==> src/rtl/wrfc_pkg.sv <==
`timescale 1ns / 1ps
// Shared constants, types and register indexes of the weighted recency/frequency cache directory.
package wrfc_pkg;

    localparam int ENTRIES = 8;
    localparam int IDX_W   = $clog2(ENTRIES);
    localparam int REC_W   = $clog2(ENTRIES + 1);
    localparam int TAG_W   = 32;
    localparam int CNT_W   = 16;
    localparam int WT_W    = 8;
    localparam int SLOT_W  = 3;
    localparam int TOT_W   = 32;
    localparam int SCORE_W = WT_W + CNT_W + 1;
    localparam int CFG_IDX_W = 8;

    localparam logic [CNT_W-1:0] COUNT_MAX = {CNT_W{1'b1}};
    localparam logic [REC_W-1:0] REC_TOP   = REC_W'(ENTRIES);
    localparam logic [TOT_W-1:0] HIT_COST  = TOT_W'(1);
    localparam logic [TOT_W-1:0] MISS_COST = TOT_W'(10);
    localparam logic [WT_W-1:0]  WT_RESET  = WT_W'(1);

    localparam logic [CFG_IDX_W-1:0] REG_FREQ_WEIGHT    = CFG_IDX_W'(0);
    localparam logic [CFG_IDX_W-1:0] REG_RECENCY_WEIGHT = CFG_IDX_W'(1);

    typedef struct packed {
        logic load;
        logic scan_clear;
        logic scan_step;
        logic commit;
    } ctrl_cmd_t;

    typedef struct packed {
        logic hit;
        logic has_free;
        logic scan_last;
    } dp_status_t;

endpackage

==> src/rtl/wrfc_ctrl.sv <==
`timescale 1ns / 1ps
// Sequencer of the cache directory: lookup, victim scan, commit and result handshake.
module wrfc_ctrl (
    input  logic                   aclk,
    input  logic                   aresetn,
    input  logic                   s_valid,
    output logic                   s_ready,
    output logic                   m_valid,
    input  logic                   m_ready,
    input  wrfc_pkg::dp_status_t   status,
    output wrfc_pkg::ctrl_cmd_t    cmd
);

    typedef enum logic [1:0] {
        ST_IDLE,
        ST_LOOKUP,
        ST_SCAN,
        ST_COMMIT
    } state_t;

    state_t state_reg, state_next;
    logic   m_valid_reg, m_valid_next;

    always_comb begin
        cmd          = '0;
        state_next   = state_reg;
        m_valid_next = m_valid_reg && !m_ready;
        unique case (state_reg)
            ST_IDLE: begin
                if (s_valid) begin
                    cmd.load   = 1'b1;
                    state_next = ST_LOOKUP;
                end
            end
            ST_LOOKUP: begin
                if (status.hit || status.has_free) begin
                    state_next = ST_COMMIT;
                end else begin
                    cmd.scan_clear = 1'b1;
                    state_next     = ST_SCAN;
                end
            end
            ST_SCAN: begin
                cmd.scan_step = 1'b1;
                if (status.scan_last) begin
                    state_next = ST_COMMIT;
                end
            end
            ST_COMMIT: begin
                // hold until the previous result beat has gone
                if (!m_valid_reg || m_ready) begin
                    cmd.commit   = 1'b1;
                    m_valid_next = 1'b1;
                    state_next   = ST_IDLE;
                end
            end
            default: state_next = ST_IDLE;
        endcase
    end

    always_ff @(posedge aclk) begin
        if (!aresetn) begin
            state_reg   <= ST_IDLE;
            m_valid_reg <= 1'b0;
        end else begin
            state_reg   <= state_next;
            m_valid_reg <= m_valid_next;
        end
    end

    assign s_ready = (state_reg == ST_IDLE);
    assign m_valid = m_valid_reg;

endmodule

==> src/rtl/wrfc_datapath.sv <==
`timescale 1ns / 1ps
// Entry store, tag compare, score scan, totals and result register of the cache directory.
module wrfc_datapath (
    input  logic                                 aclk,
    input  logic                                 aresetn,
    input  wrfc_pkg::ctrl_cmd_t                  cmd,
    output wrfc_pkg::dp_status_t                 status,
    input  logic [wrfc_pkg::TAG_W-1:0]           s_access_address,
    input  logic                                 cfg_we,
    input  logic [wrfc_pkg::CFG_IDX_W-1:0]       cfg_index,
    input  logic [wrfc_pkg::WT_W-1:0]            cfg_data,
    output logic                                 m_hit,
    output logic [wrfc_pkg::SLOT_W-1:0]          m_slot,
    output logic                                 m_evicted,
    output logic [wrfc_pkg::TAG_W-1:0]           m_evicted_tag,
    output logic [wrfc_pkg::TOT_W-1:0]           m_hit_total,
    output logic [wrfc_pkg::TOT_W-1:0]           m_miss_total,
    output logic [wrfc_pkg::TOT_W-1:0]           m_elapsed_time
);

    localparam int N = wrfc_pkg::ENTRIES;

    logic [wrfc_pkg::TAG_W-1:0]   addr_reg;
    logic [N-1:0]                 valid_reg;
    logic [wrfc_pkg::TAG_W-1:0]   tag_reg [N];
    logic [wrfc_pkg::CNT_W-1:0]   cnt_reg [N];
    logic [wrfc_pkg::REC_W-1:0]   rec_reg [N];
    logic [wrfc_pkg::WT_W-1:0]    freq_wt_reg, rec_wt_reg;
    logic [wrfc_pkg::IDX_W-1:0]   scan_idx_reg, best_idx_reg;
    logic [wrfc_pkg::SCORE_W-1:0] best_score_reg;
    logic [wrfc_pkg::TOT_W-1:0]   hit_cnt_reg, miss_cnt_reg, time_cnt_reg;
    logic                         out_hit_reg, out_evicted_reg;
    logic [wrfc_pkg::SLOT_W-1:0]  out_slot_reg;
    logic [wrfc_pkg::TAG_W-1:0]   out_evicted_tag_reg;

    logic                             hit_found, free_found;
    logic [wrfc_pkg::IDX_W-1:0]       hit_idx, free_idx, slot_sel;
    logic [wrfc_pkg::WT_W+wrfc_pkg::CNT_W-1:0] freq_term;
    logic [wrfc_pkg::WT_W+wrfc_pkg::REC_W-1:0] rec_term;
    logic [wrfc_pkg::SCORE_W-1:0]     cand_score;

    // lowest-numbered matching entry and lowest-numbered free entry
    always_comb begin
        hit_found  = 1'b0;
        hit_idx    = '0;
        free_found = 1'b0;
        free_idx   = '0;
        for (int k = N - 1; k >= 0; k--) begin
            if (valid_reg[k] && (tag_reg[k] == addr_reg)) begin
                hit_found = 1'b1;
                hit_idx   = wrfc_pkg::IDX_W'(k);
            end
            if (!valid_reg[k]) begin
                free_found = 1'b1;
                free_idx   = wrfc_pkg::IDX_W'(k);
            end
        end
    end

    assign freq_term  = freq_wt_reg * cnt_reg[scan_idx_reg];
    assign rec_term   = rec_wt_reg * rec_reg[scan_idx_reg];
    assign cand_score = wrfc_pkg::SCORE_W'(freq_term) + wrfc_pkg::SCORE_W'(rec_term);

    assign slot_sel = hit_found ? hit_idx : (free_found ? free_idx : best_idx_reg);

    assign status.hit       = hit_found;
    assign status.has_free  = free_found;
    assign status.scan_last = (scan_idx_reg == wrfc_pkg::IDX_W'(N - 1));

    // control state: valid bits, weights, totals
    always_ff @(posedge aclk) begin
        if (!aresetn) begin
            valid_reg    <= '0;
            freq_wt_reg  <= wrfc_pkg::WT_RESET;
            rec_wt_reg   <= wrfc_pkg::WT_RESET;
            hit_cnt_reg  <= '0;
            miss_cnt_reg <= '0;
            time_cnt_reg <= '0;
        end else begin
            if (cfg_we) begin
                unique case (cfg_index)
                    wrfc_pkg::REG_FREQ_WEIGHT:    freq_wt_reg <= cfg_data;
                    wrfc_pkg::REG_RECENCY_WEIGHT: rec_wt_reg  <= cfg_data;
                    default: ;  // drop writes to unknown registers
                endcase
            end
            if (cmd.commit) begin
                if (hit_found) begin
                    hit_cnt_reg  <= hit_cnt_reg + wrfc_pkg::TOT_W'(1);
                    time_cnt_reg <= time_cnt_reg + wrfc_pkg::HIT_COST;
                end else begin
                    valid_reg[slot_sel] <= 1'b1;
                    miss_cnt_reg <= miss_cnt_reg + wrfc_pkg::TOT_W'(1);
                    time_cnt_reg <= time_cnt_reg + wrfc_pkg::MISS_COST;
                end
            end
        end
    end

    // payload: entry fields, scan registers, result register
    always_ff @(posedge aclk) begin
        if (cmd.load) begin
            addr_reg <= s_access_address;
        end
        if (cmd.scan_clear) begin
            scan_idx_reg <= '0;
        end
        if (cmd.scan_step) begin
            // strict compare keeps the lowest index on equal scores
            if ((scan_idx_reg == '0) || (cand_score < best_score_reg)) begin
                best_score_reg <= cand_score;
                best_idx_reg   <= scan_idx_reg;
            end
            scan_idx_reg <= scan_idx_reg + wrfc_pkg::IDX_W'(1);
        end
        if (cmd.commit) begin
            out_hit_reg  <= hit_found;
            out_slot_reg <= wrfc_pkg::SLOT_W'(slot_sel);
            if (hit_found) begin
                out_evicted_reg     <= 1'b0;
                out_evicted_tag_reg <= '0;
                for (int k = 0; k < N; k++) begin
                    if (wrfc_pkg::IDX_W'(k) == hit_idx) begin
                        if (cnt_reg[k] != wrfc_pkg::COUNT_MAX) begin
                            cnt_reg[k] <= cnt_reg[k] + wrfc_pkg::CNT_W'(1);
                        end
                        rec_reg[k] <= wrfc_pkg::REC_TOP;
                    end else if (valid_reg[k] && (rec_reg[k] != '0)) begin
                        rec_reg[k] <= rec_reg[k] - wrfc_pkg::REC_W'(1);
                    end
                end
            end else begin
                out_evicted_reg     <= !free_found;
                out_evicted_tag_reg <= free_found ? '0 : tag_reg[best_idx_reg];
                tag_reg[slot_sel]   <= addr_reg;
                cnt_reg[slot_sel]   <= wrfc_pkg::CNT_W'(1);
                rec_reg[slot_sel]   <= wrfc_pkg::REC_TOP;
            end
        end
    end

    assign m_hit          = out_hit_reg;
    assign m_slot         = out_slot_reg;
    assign m_evicted      = out_evicted_reg;
    assign m_evicted_tag  = out_evicted_tag_reg;
    // totals move only at commit, which waits for the previous beat to go
    assign m_hit_total    = hit_cnt_reg;
    assign m_miss_total   = miss_cnt_reg;
    assign m_elapsed_time = time_cnt_reg;

endmodule

==> src/rtl/weighted_recency_frequency_cache_top.sv <==
`timescale 1ns / 1ps
// Top level of the weighted recency/frequency replacement cache directory.
//
// Fully associative directory of eight tags. Each beat on the s_ channel carries
// one access address; each beat on the m_ channel carries one result: hit flag,
// slot, eviction flag and tag, and the running hit, miss and cost totals.
// The cfg channel writes freq_weight (index 0) and recency_weight (index 1);
// it is always ready and should be used only while no access is in flight.
// An accepted access is looked up; on a hit or when a free entry exists it goes
// straight to commit and the result beat. Otherwise a victim must be chosen
// first: the victim scan scores one entry per cycle through a single score unit
// (two multiplies and an add) before the commit.
// One access is in flight at a time; s_ready is high only while the sequencer
// is idle, and the next address is taken while a result still waits on m_.
// A stalled result (m_ready low) holds its payload and blocks the commit of the
// following access until the beat goes.
// Reset (aresetn low, synchronous) empties every entry, clears the totals and
// sets both weights to 1; no clearing pass is needed.
module weighted_recency_frequency_cache_top (
    input  logic                               aclk,
    input  logic                               aresetn,
    input  logic                               s_valid,
    output logic                               s_ready,
    input  logic [wrfc_pkg::TAG_W-1:0]         s_access_address,
    output logic                               m_valid,
    input  logic                               m_ready,
    output logic                               m_hit,
    output logic [wrfc_pkg::SLOT_W-1:0]        m_slot,
    output logic                               m_evicted,
    output logic [wrfc_pkg::TAG_W-1:0]         m_evicted_tag,
    output logic [wrfc_pkg::TOT_W-1:0]         m_hit_total,
    output logic [wrfc_pkg::TOT_W-1:0]         m_miss_total,
    output logic [wrfc_pkg::TOT_W-1:0]         m_elapsed_time,
    input  logic                               cfg_valid,
    output logic                               cfg_ready,
    input  logic [wrfc_pkg::CFG_IDX_W-1:0]     cfg_index,
    input  logic [wrfc_pkg::WT_W-1:0]          cfg_data
);

    wrfc_pkg::ctrl_cmd_t  cmd;
    wrfc_pkg::dp_status_t status;

    assign cfg_ready = 1'b1;

    wrfc_ctrl u_ctrl (
        .aclk    (aclk),
        .aresetn (aresetn),
        .s_valid (s_valid),
        .s_ready (s_ready),
        .m_valid (m_valid),
        .m_ready (m_ready),
        .status  (status),
        .cmd     (cmd)
    );

    wrfc_datapath u_datapath (
        .aclk             (aclk),
        .aresetn          (aresetn),
        .cmd              (cmd),
        .status           (status),
        .s_access_address (s_access_address),
        .cfg_we           (cfg_valid && cfg_ready),
        .cfg_index        (cfg_index),
        .cfg_data         (cfg_data),
        .m_hit            (m_hit),
        .m_slot           (m_slot),
        .m_evicted        (m_evicted),
        .m_evicted_tag    (m_evicted_tag),
        .m_hit_total      (m_hit_total),
        .m_miss_total     (m_miss_total),
        .m_elapsed_time   (m_elapsed_time)
    );

endmodule

==> config.mk <==
export PLATFORM = sky130hd
export DESIGN_NAME = weighted_recency_frequency_cache_top
export DESIGN_NICKNAME = d
export VERILOG_FILES = /design/src/rtl/wrfc_pkg.sv /design/src/rtl/wrfc_ctrl.sv /design/src/rtl/wrfc_datapath.sv /design/src/rtl/weighted_recency_frequency_cache_top.sv
export SDC_FILE = /design/constraint.sdc
export NUM_CORES = 2
export LEC_CHECK = 0
export BUFFER_PORTS_ARGS = -buffer_cell sky130_fd_sc_hd__buf_2
export CAP_MARGIN = 20
export CORE_MARGIN = 5
export CORE_UTILIZATION = 30
export CTS_CLUSTER_SIZE = 12
export DETAILED_ROUTE_END_ITERATION = 8
export MAX_ROUTING_LAYER = met4
export PLACE_DENSITY_LB_ADDON = 0.1
export SLEW_MARGIN = 10
export SYNTH_ARGS = -nofsm -noshare
export SYNTH_HDL_FRONTEND = slang
export SYNTH_HIERARCHICAL = 1
export SYNTH_SLANG_ARGS = --single-unit
export TNS_END_PERCENT = 100
==> constraint.sdc <==
create_clock -name aclk -period 13.37 [get_ports aclk]
set_clock_uncertainty 0.05 [all_clocks]
set_input_delay 2.0055 -clock aclk [delete_from_list [all_inputs] [get_ports aclk]]
set_output_delay 2.0055 -clock aclk [all_outputs]
set_load 0.02 [all_outputs]
# Word-level counts from Yosys, hierarchy flattened
# Memories as Yosys holds them, arrays and structs flattened. A register that Yosys moved wholly into a read port is not among the register bits.
# Index checks and enable logic that the tools add are counted.
# Widths: inputs -> output; s select.
[word_totals] ff_bits=191 ramBits=416 in_bits=53 output_inout_bits=136 word_cells=344 mem_count=3
[classes] add_sub_neg=22 multipliers=2 n_lt_le_gt_ge=3 eq_ne=31 muxes=205 bitwise=10 reduce_logical=53
[mem_list] name="u_datapath.tag_reg" words=8 word_bits=32 read_ports=9 rd_clocked_by_memory_dff=1 write_ports=1 line_no="wrfc_datapath.sv:25" text="logic [wrfc_pkg::TAG_W-1:0] tag_reg [N];"
[mem_list] name="u_datapath.cnt_reg" words=8 word_bits=16 read_ports=9 rd_clocked_by_memory_dff=1 write_ports=1 line_no="wrfc_datapath.sv:26" text="logic [wrfc_pkg::CNT_W-1:0] cnt_reg [N];"
[mem_list] name="u_datapath.rec_reg" words=8 word_bits=4 read_ports=9 rd_clocked_by_memory_dff=1 write_ports=8 line_no="wrfc_datapath.sv:27" text="logic [wrfc_pkg::REC_W-1:0] rec_reg [N];"
[ops] cell="$eq 32x32->1" count=8
[ops] cell="$mux 1" count=151
[ops] cell="$add 16x1->16 const B" count=8
[ops] cell="$mux 16" count=8
[ops] cell="$ne 16x16->1 const B" count=8
[ops] cell="$reduce_or 16->1" count=8
[ops] cell="$add 32x1->32 const B" count=3
[ops] cell="$mux 3" count=31
[ops] cell="$mux 4" count=9
[ops] cell="$add 32x4->32 const B" count=1
[ops] cell="$mux 32" count=1
[ops] cell="$reduce_bool 4->1" count=8
[ops] cell="$sub 4x1->4 const B" count=8
[ops] cell="$add 24x12->25" count=1
[ops] cell="$lt 25x25->1" count=1
[ops] cell="$mul 8x16->24" count=1
[ops] cell="$logic_and 1x1->1" count=18
[ops] cell="$eq 3x3->1 const A" count=4
[ops] cell="$mul 8x4->12" count=1
[ops] cell="$reduce_and 2->1" count=5
[ops] cell="$eq 8x1->1 const B" count=1
[ops] cell="$logic_not 8->1" count=1
[ops] cell="$or 1x1->1" count=8
[ops] cell="$or 8x8->8" count=1
[ops] cell="other kinds (22)" count=32

# Depth between registers and ports, before layout
# An unclocked memory read counts as a cell.
[logic_depth] word_depth=25 depth_mapped=30 depth_no_buf=28

# Cells and area by module
# The synthesis kept the hierarchy.
[modules_own_cells] module="wrfc_datapath" n_inst=1 cells_per_inst=3421 area_per_inst_um2=37392.1 seq_area_each_um2=16355.7
[modules_own_cells] module="wrfc_ctrl" n_inst=1 cells_per_inst=27 area_per_inst_um2=251.5 seq_area_each_um2=60.1
[modules_own_cells] module="weighted_recency_frequency_cache_top" n_inst=1 cells_per_inst=2 area_per_inst_um2=11.3 seq_area_each_um2=0.0

# Worst setup path after synthesis
# No wires, ideal clock.
[synth_timing] kind="flip-flop to flip-flop" startpoint="register with a tool-made name" endpoint="register u_datapath/best_idx_reg[0] in the netlist's numbering, enable pin" setup_time_ns=0.423 arrival_time_ns=8.668 required_ns=12.897 setup_slack_ns=4.229 path_stages_with_launch=27 n_path_buf=2 period_less_slack_ns=9.141 cell_sequence="dfxtp_1 -> clkbuf_1 -> clkbuf_1 -> mux4_2 -> mux2i_1 -> nand2b_1 -> fa_1 -> fa_1 -> fa_1 -> fa_1 -> inv_1 -> fa_1 -> fa_1 -> a21oi_1 -> o211ai_1 -> nand3_1 -> a31oi_1 -> a211o_1 -> a21o_1 -> o22ai_1 -> xnor2_1 -> ha_1 -> a21o_1 -> a21o_1 -> a21oi_1 -> o21ai_0 -> a21oi_1"
[synth_lines] item="end signal, assigned" line_no="wrfc_datapath.sv:112" text="best_idx_reg <= scan_idx_reg;"
[synth_lines] item="end, declared" line_no="wrfc_datapath.sv:29" text="logic [wrfc_pkg::IDX_W-1:0] scan_idx_reg, best_idx_reg;"

==> summary by stage <==
Outcome
The flow ran to the end, and the final reports show no timing, DRC or antenna violations.

Clock network
The TritonCTS buffer count is 79. The total of cells resized after clock tree synthesis is 0. The number of buffers inserted for hold repair after clock tree synthesis is 0. The maximum clock path buffer count is 3. Post-CTS timing repair inserted 0 buffers for setup. The source-to-sink clock delay at the later pin of the worst-skew pair is 0.67 ns. The CTS tree is done. The clock edge transition at the registers on the reported setup and hold paths is 0.05 ns.

The H-tree was split into 3 levels. CTS placed an instance of sky130_fd_sc_hd__clkbuf_16 at the clock tree root. Clock tree synthesis found a total of 642 sinks.

Global routing
Entering global routing, the biggest net connects 80 pins. Global routing consumed, over all layers together, 19.3% of the routing resources. The global-route wire length before repair is 186000 um.

The via count of the first global-routing pass is 26851. The number of antenna violations at the first check in global routing is 3. The overall overflow remaining after global route is 0.

Setup path
The critical path contains buffers and inverters numbering 3 combined. The critical path goes through buf_4 -> mux4_2 -> mux2i_1 -> nor2b_1 -> fa_1 -> fa_1 -> inv_1 -> fa_1 -> fa_1 -> fa_1 -> inv_1 -> ha_1 -> o21ai_0 -> o21ai_0 -> a41oi_1 -> a211oi_1 -> a211oi_1 -> nor3_1 -> xor2_1 -> ha_1 -> and4_1 -> a221oi_1 -> o21ai_0 -> a21oi_4. The critical path is of the reg2reg type. For the worst flop-to-flop path, the logic depth is 24. The type of destination of the critical path is a flip-flop.

The critical path's largest stage delay is 0.81 ns. The maximum net fanout on the critical path is 40. In this run the number of cells on the critical path is 24. The critical path launch point type is a flip-flop. For this design, the slowest cell found on the critical path is sky130_fd_sc_hd__a21oi_4. The dominant cell type by count on the critical path is sky130_fd_sc_hd__fa_1.

The kind of cell with the highest combined delay along the critical path is adder cells. STA puts the critical path data required time at 13.60 ns. The arrival time at the worst endpoint is 9.74 ns.

Cells and area
The area taken by flip-flops and latches is 0.0164 sq mm. The area of the multi-input gates is 0.0195 sq mm. The flip-flop count of the largest register, all copies and words added is 256.

The layout filler cell count is 12733. The area growth from synthesis to layout is 13.5%. After routing the design area is 0.0427 sq mm. Cells with a size suffix above 1 make up 14.2% of the layout. Cells fill 34.1% of the core in the end. The antenna diode count is 0. The number of nets in the finished design is 3892.

Detailed routing
The met2 wire length is 58100 um. The detail-routed net length per standard cell is 23.8 um. The overall via count from detail_route is 27300. For this block, the routed nets add up to 127000 um of wire. In the routed layout, each cell is associated on average with a via count of 5.14. Signal routing reaches up to met4.

The count of TritonRoute iterations in the first routing pass is 5. The residual DRC count is 0. Detailed routing placed a total of 6150 um of wire on met3. The number of DRC violations after detailed-routing iteration 0 is 2332. In this run the remaining antenna-violating nets after routing total 0. The detailed router put a total of 59000 um of wire on met1.

Timing
Setup repair after global routing left no endpoint under its margin. The final count of hold timing violations is 0. The final period utilization is 71.2%. The timing-limited maximum frequency is 0.105 GHz. The number of max-slew violations in the final report is 0.

The post-layout minimum cycle time is 9.52 ns. The slew of the pin with the lowest slew margin is 1.10 ns. The final total negative setup slack is 0 ns.

The worst pin sits at a relative slew slack of 26.5%. The worst hold slack across all endpoints is 0.419 ns. The setup violation total in the final timing report is 0.

Place
In this run the tool buffered the top-level ports with 187 buffer cells. The half-perimeter wire length after detailed placement is 92600 um. The post-detailed-placement cell area is 0.0402 sq mm. The congestion estimate from routability-driven global placement came to 0.961.

Die
The initial cell density of the core is 30.1%. The die covers 0.133 sq mm. The standard cell core area is 0.125 sq mm.

The I/O pin total is 189. The die boundary width is 364 um. Measured along the y axis, the die boundary spans 364 um. The placement row count is 130.

Synth
By area the synthesized netlist is led by sky130_fd_sc_hd__edfxtp_1 (28%), sky130_fd_sc_hd__dfxtp_1 (15%), sky130_fd_sc_hd__xor2_1 (7.3%). The count of distinct cell types in the synthesized netlist is 86. The proportion of synthesized flip-flops having asynchronous set or reset is 0%. In the synthesized netlist the dominant register cell turns out to be sky130_fd_sc_hd__edfxtp_1. The number of nets in the synthesized netlist is 3743. The library cell occupying the most area in the post-synthesis netlist is sky130_fd_sc_hd__edfxtp_1. Of the post-synthesis cell area, the dominant cell type holds 28.4%. The number of enable flip-flop cells after synthesis is 356. After synthesis, flip-flops and latches occupy 43.6% of the total area. The post-synthesis instance total is 3450. The post-synthesis instance area is 0.0377 sq mm. Each instance of the synthesized netlist takes up on average 10.9 sq um. Yosys printed 6 warnings. The post-synthesis sequential element count is 642.

Pwr
The reported leakage power is 0.0164 uW. VDD sags by at most 0.0000897 V. The total power per unit cell area is 132 mW/mm^2. The total power draw is 5630 uW.

Worst hold path
The startpoint identified for the worst hold timing path is u_datapath/m_hit_total[31]$_SDFFE_PN0P_. The worst hold path passes through 2 cells. The type of the worst min-delay path is reg2reg.

Flow run
Max-cap violations in this run came to 0.
metal layers:
layer | vias to the layer above | track usage [%]
met1 | 13746 | 26.5
met4 | 0 | 5.47
met3 | 176 | 2.70
li1 | 12665 | -
met5 | - | -
met2 | 713 | 29.9
placed cells by master, fill, tap and decap left out, types with 24 or more instances in the layout:
cell | synthesis | final
sky130_fd_sc_hd__or4_1 | 42 | 42
sky130_fd_sc_hd__nand3_1 | 108 | 108
sky130_fd_sc_hd__mux2i_1 | 81 | 81
sky130_fd_sc_hd__o211ai_1 | 33 | 33
sky130_fd_sc_hd__fa_1 | 115 | 115
sky130_fd_sc_hd__xor2_1 | 315 | 315
sky130_fd_sc_hd__mux4_2 | 104 | 104
sky130_fd_sc_hd__edfxtp_1 | 356 | 356
sky130_fd_sc_hd__a21o_1 | 24 | 24
sky130_fd_sc_hd__nor3_1 | 51 | 51
sky130_fd_sc_hd__nand2b_1 | 39 | 39
sky130_fd_sc_hd__buf_4 | 18 | 44
sky130_fd_sc_hd__inv_1 | 245 | 244
sky130_fd_sc_hd__buf_2 | 29 | 186
sky130_fd_sc_hd__ha_1 | 125 | 125
sky130_fd_sc_hd__nor4_1 | 118 | 117
sky130_fd_sc_hd__nand2_1 | 251 | 250
sky130_fd_sc_hd__a21oi_1 | 92 | 90
sky130_fd_sc_hd__nor2b_1 | 43 | 42
sky130_fd_sc_hd__clkbuf_16 | 0 | 83
sky130_fd_sc_hd__and2_1 | 54 | 54
sky130_fd_sc_hd__xnor2_1 | 87 | 87
sky130_fd_sc_hd__and3_1 | 61 | 60
sky130_fd_sc_hd__nor2_1 | 246 | 246
sky130_fd_sc_hd__or3_1 | 43 | 43
sky130_fd_sc_hd__o21ai_0 | 50 | 50
sky130_fd_sc_hd__nand4_1 | 94 | 94
sky130_fd_sc_hd__dfxtp_1 | 286 | 284
synth_stat cells (20+ instances only):
cell / instances
sky130_fd_sc_hd__or4_1: 42
sky130_fd_sc_hd__o211ai_1: 33
sky130_fd_sc_hd__ha_1: 125
sky130_fd_sc_hd__nand2_1: 251
sky130_fd_sc_hd__buf_1: 20
sky130_fd_sc_hd__nor2_1: 246
sky130_fd_sc_hd__buf_2: 29
sky130_fd_sc_hd__nor2b_1: 43
sky130_fd_sc_hd__nor4_1: 118
sky130_fd_sc_hd__mux4_2: 104
sky130_fd_sc_hd__or3_1: 43
sky130_fd_sc_hd__inv_1: 245
sky130_fd_sc_hd__xor2_1: 315
sky130_fd_sc_hd__nor3_1: 51
sky130_fd_sc_hd__nand4_1: 94
sky130_fd_sc_hd__edfxtp_1: 356
sky130_fd_sc_hd__fa_1: 115
sky130_fd_sc_hd__dfxtp_1: 286
sky130_fd_sc_hd__clkbuf_1: 78
sky130_fd_sc_hd__mux2i_1: 81
sky130_fd_sc_hd__and2_1: 54
sky130_fd_sc_hd__a21o_1: 24
sky130_fd_sc_hd__nand2b_1: 39
sky130_fd_sc_hd__nand3_1: 108
sky130_fd_sc_hd__xnor2_1: 87
sky130_fd_sc_hd__and3_1: 61
sky130_fd_sc_hd__a21oi_1: 92
sky130_fd_sc_hd__o21ai_0: 50
sky130_fd_sc_hd__o31ai_1: 20
stage by stage:
stage	worst slack (ns)	std cells
after floorplan	4.23	3450
after global placement	3.79	5167
after detailed placement	3.72	5167
after CTS	3.70	5311
after global routing	2.99	5312
final	3.85	5312
cells by family (layout without fill, tap and decap cells):
kind of cell,count (synthesis),in the layout,share of synthesized area [%]
buffers and inverters,410,622,4.72
xor gates and xnor gates,402,402,9.35
DFF,642,642,43.6
other,1,1,0.00996
muxes,201,201,8.85
AOI/OAI and AO/OA,321,321,5.78
and+or+nand+nor,1233,1233,17.4
adders and majority gates,240,240,10.3
layout make-up:
type,count,share of cell area (%)
Multi-Input combinational cell,2398,45.7
Sequential cell,642,38.4
Clock buffer,112,5.33
Tap cell,1650,4.83
Timing Repair Buffer,231,2.96
Inverter,247,2.17
Clock inverter,32,0.577
worst paths after layout:
path                                                   to  slack [ns]
setup reg to reg   u_datapath/best_score_reg[5]$_DFFE_PP_        3.85
hold reg to reg   u_datapath/m_hit_total[31]$_SDFFE_PN0P_        0.42
setup / recovery   u_datapath/best_score_reg[5]$_DFFE_PP_        3.85
hold / removal    u_datapath/m_hit_total[31]$_SDFFE_PN0P_        0.42
worst reg2reg max path, stage by stage (launching register included):
cell and delay, ns:
sky130_fd_sc_hd__dfxtp_2 0.31, sky130_fd_sc_hd__buf_4 0.59, sky130_fd_sc_hd__mux4_2 0.62, sky130_fd_sc_hd__mux2i_1 0.79, sky130_fd_sc_hd__nor2b_1 0.16, sky130_fd_sc_hd__fa_1 0.53, sky130_fd_sc_hd__fa_1 0.54, sky130_fd_sc_hd__inv_1 0.05
sky130_fd_sc_hd__fa_1 0.50, sky130_fd_sc_hd__fa_1 0.51, sky130_fd_sc_hd__fa_1 0.54, sky130_fd_sc_hd__inv_1 0.04, sky130_fd_sc_hd__ha_1 0.33, sky130_fd_sc_hd__o21ai_0 0.13, sky130_fd_sc_hd__o21ai_0 0.29, sky130_fd_sc_hd__a41oi_1 0.24
sky130_fd_sc_hd__a211oi_1 0.40, sky130_fd_sc_hd__a211oi_1 0.13, sky130_fd_sc_hd__nor3_1 0.38, sky130_fd_sc_hd__xor2_1 0.24, sky130_fd_sc_hd__ha_1 0.28, sky130_fd_sc_hd__and4_1 0.21, sky130_fd_sc_hd__a221oi_1 0.24, sky130_fd_sc_hd__o21ai_0 0.20
sky130_fd_sc_hd__a21oi_4 0.81
power breakdown:
group | total [uW] | switching (uW) | internal [uW]
logic | 1090 | 719 | 372
registers | 2410 | 169 | 2240
clock network | 2130 | 886 | 1240
total | 5630 | 1770 | 3860
Note: power is estimated with default switching activity, not from simulation.
